**src/hw/rtl/mbde_pkg.sv**
```systemverilog
`timescale 1ns / 1ps

package mbde_pkg;

    localparam int BUTTON_COUNT_DEF = 5;

    localparam int SCAN_W   = 8;
    localparam int CHANGE_W = 10;
    localparam int CFG_IDX_W  = 1;
    localparam int CFG_DATA_W = 10;

    localparam logic [SCAN_W-1:0]   SCAN_INTERVAL_RST = SCAN_W'(10);
    localparam logic [CHANGE_W-1:0] DEBOUNCE_TIME_RST = CHANGE_W'(30);
    localparam logic [SCAN_W-1:0]   SCAN_AGE_MAX      = {SCAN_W{1'b1}};
    localparam logic [CHANGE_W-1:0] CHANGE_AGE_MAX    = {CHANGE_W{1'b1}};

    localparam logic [CFG_IDX_W-1:0] REG_SCAN_INTERVAL = 1'b0;
    localparam logic [CFG_IDX_W-1:0] REG_DEBOUNCE_TIME = 1'b1;

    localparam logic CMD_TICK = 1'b0;
    localparam logic CMD_READ = 1'b1;

endpackage

```
**src/hw/rtl/multi_button_debounce_events.sv**
```systemverilog
`timescale 1ns / 1ps

// Debouncer for a row of active-low buttons with a sticky press-event latch.
// Input channel (i_in_valid / o_in_stall): each beat is a tick carrying the
// raw pin levels (i_cmd = tick) or a read of the event latch (i_cmd = read).
// Output channel (o_out_valid / i_out_stall): one result beat per input beat,
// in order: the event latch (before the read clears it) and the debounced
// pressed state after the beat.
// Results go to the output register, or to the skid stage while it is held.
// One beat per cycle unless stalled; all state updates in the accepting cycle.
// The output register is backed by a one-entry skid stage, so a beat is still
// taken while a result waits; o_in_stall rises only when both are full, and
// it is a registered signal.
// Configuration: write scan interval (index 0) or debounce time (index 1)
// through i_cfg_we / i_cfg_index / i_cfg_data while the block is idle.
// Reset (synchronous, active low): no button pressed, latch and ages cleared,
// registers back to scan interval 10 and debounce time 30, no result pending.
module multi_button_debounce_events #(
    parameter int BUTTON_COUNT = mbde_pkg::BUTTON_COUNT_DEF
) (
    input  logic                             i_clk,
    input  logic                             i_rst_n,
    input  logic                             i_in_valid,
    output logic                             o_in_stall,
    input  logic                             i_cmd,
    input  logic [BUTTON_COUNT-1:0]          i_pin_levels,
    output logic                             o_out_valid,
    input  logic                             i_out_stall,
    output logic [BUTTON_COUNT-1:0]          o_press_events,
    output logic [BUTTON_COUNT-1:0]          o_stable_buttons,
    input  logic                             i_cfg_we,
    input  logic [mbde_pkg::CFG_IDX_W-1:0]   i_cfg_index,
    input  logic [mbde_pkg::CFG_DATA_W-1:0]  i_cfg_data
);

    logic [mbde_pkg::SCAN_W-1:0]   r_scan_interval;
    logic [mbde_pkg::CHANGE_W-1:0] r_debounce_time;

    logic [BUTTON_COUNT-1:0]       r_prev_sample, n_prev_sample;
    logic [BUTTON_COUNT-1:0]       r_stable, n_stable;
    logic [BUTTON_COUNT-1:0]       r_events, n_events;
    logic [mbde_pkg::SCAN_W-1:0]   r_scan_age, n_scan_age;
    logic [mbde_pkg::CHANGE_W-1:0] r_change_age, n_change_age;

    logic [BUTTON_COUNT-1:0]       n_shown;

    logic                          r_out_valid;
    logic [BUTTON_COUNT-1:0]       r_out_events, r_out_stable;
    logic                          r_skid_valid;
    logic [BUTTON_COUNT-1:0]       r_skid_events, r_skid_stable;

    logic                          in_acc;
    logic                          out_free;
    logic [BUTTON_COUNT-1:0]       sample;
    logic                          scan_due;
    logic                          sample_diff;

    assign in_acc   = i_in_valid && !r_skid_valid;
    assign out_free = !r_out_valid || !i_out_stall;

    assign sample      = ~i_pin_levels;
    assign scan_due    = r_scan_age >= r_scan_interval;
    assign sample_diff = sample != r_prev_sample;

    always_comb begin
        n_prev_sample = r_prev_sample;
        n_stable      = r_stable;
        n_events      = r_events;
        n_scan_age    = r_scan_age;
        n_change_age  = r_change_age;
        n_shown       = r_events;
        if (i_cmd == mbde_pkg::CMD_READ) begin
            n_events = '0;
        end else begin
            if (scan_due) begin
                if (sample_diff) begin
                    n_prev_sample = sample;
                end else if (r_change_age >= r_debounce_time && sample != r_stable) begin
                    n_stable = sample;
                    n_events = r_events | (sample & ~r_stable);
                end
            end
            if (scan_due) begin
                n_scan_age = mbde_pkg::SCAN_W'(1);
            end else if (r_scan_age != mbde_pkg::SCAN_AGE_MAX) begin
                n_scan_age = r_scan_age + mbde_pkg::SCAN_W'(1);
            end
            if (scan_due && sample_diff) begin
                n_change_age = mbde_pkg::CHANGE_W'(1);
            end else if (r_change_age != mbde_pkg::CHANGE_AGE_MAX) begin
                n_change_age = r_change_age + mbde_pkg::CHANGE_W'(1);
            end
            n_shown = n_events;
        end
    end

    always_ff @(posedge i_clk) begin
        if (!i_rst_n) begin
            r_scan_interval <= mbde_pkg::SCAN_INTERVAL_RST;
            r_debounce_time <= mbde_pkg::DEBOUNCE_TIME_RST;
        end else if (i_cfg_we) begin
            unique case (i_cfg_index)
                mbde_pkg::REG_SCAN_INTERVAL: r_scan_interval <= i_cfg_data[mbde_pkg::SCAN_W-1:0];
                mbde_pkg::REG_DEBOUNCE_TIME: r_debounce_time <= i_cfg_data;
                default: ;
            endcase
        end
    end

    always_ff @(posedge i_clk) begin
        if (!i_rst_n) begin
            r_prev_sample <= '0;
            r_stable      <= '0;
            r_events      <= '0;
            r_scan_age    <= '0;
            r_change_age  <= '0;
        end else if (in_acc) begin
            r_prev_sample <= n_prev_sample;
            r_stable      <= n_stable;
            r_events      <= n_events;
            r_scan_age    <= n_scan_age;
            r_change_age  <= n_change_age;
        end
    end

    // output register with one skid entry behind it
    always_ff @(posedge i_clk) begin
        if (!i_rst_n) begin
            r_out_valid  <= 1'b0;
            r_skid_valid <= 1'b0;
        end else if (out_free) begin
            if (r_skid_valid) begin
                r_out_valid  <= 1'b1;
                r_skid_valid <= 1'b0;
            end else begin
                r_out_valid  <= in_acc;
            end
        end else if (in_acc) begin
            r_skid_valid <= 1'b1;
        end
    end

    always_ff @(posedge i_clk) begin
        if (out_free) begin
            if (r_skid_valid) begin
                r_out_events <= r_skid_events;
                r_out_stable <= r_skid_stable;
            end else if (in_acc) begin
                r_out_events <= n_shown;
                r_out_stable <= n_stable;
            end
        end else if (in_acc) begin
            r_skid_events <= n_shown;
            r_skid_stable <= n_stable;
        end
    end

    assign o_in_stall       = r_skid_valid;
    assign o_out_valid      = r_out_valid;
    assign o_press_events   = r_out_events;
    assign o_stable_buttons = r_out_stable;

endmodule

```
**config.mk**
```make
export PLATFORM = sky130hd
export DESIGN_NAME = multi_button_debounce_events
export DESIGN_NICKNAME = d
export VERILOG_FILES = /design/src/hw/rtl/mbde_pkg.sv /design/src/hw/rtl/multi_button_debounce_events.sv
export SDC_FILE = /design/constraint.sdc
export NUM_CORES = 1
export LEC_CHECK = 0
export BUFFER_PORTS_ARGS = -buffer_cell sky130_fd_sc_hd__buf_4
export CORE_UTILIZATION = 45
export DETAILED_ROUTE_END_ITERATION = 8
export SLEW_MARGIN = 0
export SYNTH_ARGS = -nofsm -noshare
export SYNTH_HDL_FRONTEND = slang
export SYNTH_SLANG_ARGS = --single-unit
```
**constraint.sdc**
```tcl
create_clock -name i_clk -period 3.1 [get_ports i_clk]
set_input_delay 0.155 -clock i_clk [delete_from_list [all_inputs] [get_ports i_clk]]
set_output_delay 0.155 -clock i_clk [all_outputs]
set_load 0.02 [all_outputs]
```
==> summary.md <==
| Metric | Value |
|---|---|
| Status | completed |
| Met2 wire length | 3.829 mm |
| Util after Layout | 53.48% |
| Met1 wire length | 3.752 mm |
| Delay-heaviest family, CP | compound AO/OA/AOI/OAI gates |
| Slowest cell on crit path | o21ai_2 |
| Min-Delay Endpoint | r_debounce_time[2] |
| NumNets Final | 487 |
| Initial antenna violation count | 0 |
| DP HPWL | 5.688 mm |
| Lkg Pwr | 1.821 nW |
| CTS tree | built |
| Max-slew violation count | 0 |
| DR vias | 2974 |
| Grt ovf | 0 |
| Final wirelength | 7.996 mm |
| CP Buf/Inv Count | 1 |
| Tcrit/Tclk final | 88.44% |
| Hold/Removal Path Class | input port to register |
| Layout Area Growth over Synthesis | 15.07% |
| Reg2reg start | r_scan_age[0] |
| Core footprint | 8217 um2 |
| Clk_lat worst skew | 0.35 ns |
| Num CTS Buffers | 9 |
| DR WL/cell | 14.56 um |
| Starting Density | 46.47% |
| Bufs on Longest Clock Path | 2 |
| Vias per inst | 5.417 |
| Fin cells | 549 |
| GPL Wtd Cong | 0.7612 |
| Largest net degree at the start of global routing | 51 |
| Layout cells sized above 1 | 15.54% |
| TritonCTS Sinks | 73 |
| Setup Skew | 0.01129 ns |
| Initial DRC Count | 102 |
| Fraction of registers with async set/reset | 0% |
| Yosys reg bits | 73 |
| Vias in the first global route | 2861 |
| ANT cells | 0 |
| Crit Path Max Fanout | 14 |
| Mean Syn Cell Area | 9.337 um2 |
| Synth cell types | 54 |
| Synth Net Count | 456 |
| Post-route ant nets | 0 |
| Final Hold Viols | 0 |
| Worst Setup Start Kind | register |
| VDD IR-drop max | 283.7 uV |
| Post-synth EDFFs | 20 |
| Placed cell count | 534 |
| Resized cells post-CTS | 0 |
| Htree depth | 3 |
| Worst path max stage delay | 0.52 ns |
| Post-CTS Hold Buffers | 0 |
| Worst hold path depth | 3 |
| DRC Markers | 0 |
| Crit-path cells | inv_1 > ha_1 > nand2b_1 > a211oi_1 > nor3_4 > o21ai_2 > or2_1 > o21ai_0 |
| Hold path startpoint | i_cfg_data[2] |
| Req. time, crit path | 3.19 ns |
| Setup Fix Bufs, Post-CTS | 0 |
| Synthesized area | 3819 um2 |
| Ys flop type | dfxtp_1 |
| Type of the worst setup path | register to register |
| Final setup TNS | 0 ns |
| FP Rows | 33 |
| Clk root buf | clkbuf_8 |
| Rel. slew slack | 57.31% |
| Total power | 2.077 mW |
| Die H | 94.12 um |
| Global-route wire length before repair | 13.66 mm |
| Die W | 94.12 um |
| Register area share after synthesis | 43.51% |
| Routed wl met3 | 285 um |
| Worst Max-Slew Pin Slew | 0.6399 ns |
| Arrival @ worst endpoint | 2.83 ns |
| Max-cap check violation count | 0 |
| Synth warn | 0 |
| Gate Count Post-Synth | 409 |
| Ports | 34 |
| Die Area | 8859 um2 |
| Setup slack, reg-to-reg | 0.36 ns |
| Fin crit period | 2.742 ns |
| Drt pass-1 iters | 4 |
| Unrepaired setup endpoints after global routing | false |
| R2r endpoint | r_skid_stable[0] |
| GRT Util Overall | 20.06% |
| Pwr/cell area | 472.7 nW/um2 |
| Max layer used | met4 |
| Worst R2R Path Depth | 8 |
| # setup viols final | 0 |
| Clock transition at the registers of the reported paths | 0.08 ns |
| CP endpoint kind | register |
| Fmax | 364.7 MHz |
| I/O Buffers | 33 |
[power by group]
group          internal, mW  switching, mW
combinational        0.0694          0.102
sequential             1.00         0.0136
clock                 0.528          0.361
total                  1.60          0.476
[layout by cell type, fill, tap and decap left out, drive strengths merged, types with 5 or more instances in the layout]
| master | synthesis | final |
|---|---|---|
| o311a | 5 | 5 |
| and2 | 10 | 10 |
| nand3 | 19 | 19 |
| edfxtp | 20 | 20 |
| mux2i | 5 | 5 |
| o211a | 6 | 6 |
| nand3b | 5 | 5 |
| clkbuf | 11 | 9 |
| a21oi | 11 | 11 |
| xor2 | 13 | 13 |
| or3 | 6 | 6 |
| mux2 | 5 | 5 |
| o211ai | 6 | 6 |
| buf | 7 | 38 |
| inv | 40 | 40 |
| a21boi | 14 | 14 |
| dfxtp | 53 | 53 |
| nor2 | 16 | 16 |
| ha | 25 | 25 |
| nor3 | 5 | 5 |
| o21ai | 21 | 21 |
| o31ai | 12 | 12 |
| nor4 | 7 | 7 |
| nand2 | 51 | 51 |
[sequential cells by signal, summed over array words and instances, names as in the netlist]
register	flops
r_scan_age	8
r_stable	5
r_prev_sample	5
r_skid_stable	5
r_scan_interval	8
o_press_events	5
o_stable_buttons	5
r_change_age	10
r_skid_events	5
r_debounce_time	10
o_in_stall	1
o_out_valid	1
r_events	5
[worst max-delay path by stage]
stage | depth (start not counted) | end | slack, ns | from
after floorplan | 9 | o_stable_buttons[0] | 0.79 | r_scan_age[0]
after global placement | 8 | r_skid_stable[2] | 0.54 | r_scan_age[0]
after detailed placement | 8 | r_skid_stable[0] | 0.40 | r_scan_age[0]
after CTS | 8 | r_skid_stable[0] | 0.31 | r_scan_age[0]
after global routing | 8 | r_skid_stable[2] | 0.15 | r_scan_age[0]
final | 8 | r_skid_stable[0] | 0.36 | r_scan_age[0]
[synthesized netlist by cell type (5+ instances only)]
| cell | number | area, um2 |
|---|---|---|
| dfxtp_1 | 53 | 1061 |
| nand2_1 | 50 | 187.7 |
| inv_1 | 40 | 150.1 |
| ha_1 | 25 | 312.8 |
| edfxtp_1 | 20 | 600.6 |
| nand3_1 | 18 | 90.09 |
| o21ai_0 | 18 | 90.09 |
| nor2_1 | 16 | 60.06 |
| a21boi_0 | 14 | 105.1 |
| xor2_1 | 13 | 113.9 |
| o31ai_1 | 12 | 90.09 |
| a21oi_1 | 11 | 55.05 |
| clkbuf_1 | 11 | 41.29 |
| and2_1 | 9 | 56.30 |
| o211a_1 | 6 | 60.06 |
| o211ai_1 | 6 | 45.04 |
| or3_1 | 6 | 37.54 |
| buf_2 | 5 | 25.02 |
| mux2_2 | 5 | 56.30 |
| mux2i_1 | 5 | 50.05 |
| nand3b_1 | 5 | 37.54 |
| nor4_1 | 5 | 31.28 |
| o311a_1 | 5 | 50.05 |
[final cells by class]
cell class	count	area (um2)
clock inverters	6	107.6
well taps	105	131.4
repair buffers	38	285.3
fillers	771	3822
inverters	40	150.1
flip-flops and latches	73	1662
clock buffers	9	123.9
multi-input cells	278	1934
[stage by stage]
step / cell area [um2] / worst slack [ns] / hold WS (ns)
5_1_grt: 4394 / 0.1508 / 0.03983
6_report: 4394 / 0.3583 / 0.04883
3_5_place_dp: 4163 / 0.4027 / 0.3965
2_1_floorplan: 3819 / 0.7891 / 0.2936
3_3_place_gp: 4163 / 0.5410 / 0.3939
4_1_cts: 4394 / 0.3063 / 0.03574
[kinds of logic (layout without fill, tap and decap cells)]
family          Yosys count  after routing  synth area share, %
compound gates           92             92                17.56
flops                    73             73                43.51
fa+ha+maj                25             25                8.191
simple gates            138            138                18.91
mux                      10             10                2.785
buf+inv                  58             93                6.061
xor+xnor                 13             13                2.982
[per-layer routing]
| layer | GRT usage [%] | vias up |
|---|---|---|
| li1 | - | 1513 |
| met1 | 25.60 | 1398 |
| met2 | 33.39 | 51 |
| met3 | 3.964 | 12 |
| met4 | 7.308 | 0 |
| met5 | 0 | - |
[tightest hold or removal path, cell delays in order]
cell	delay [ns]
buf_4	0.08
nand2_1	0.04
o211ai_1	0.08
Note: power is estimated with default switching activity, not from simulation.
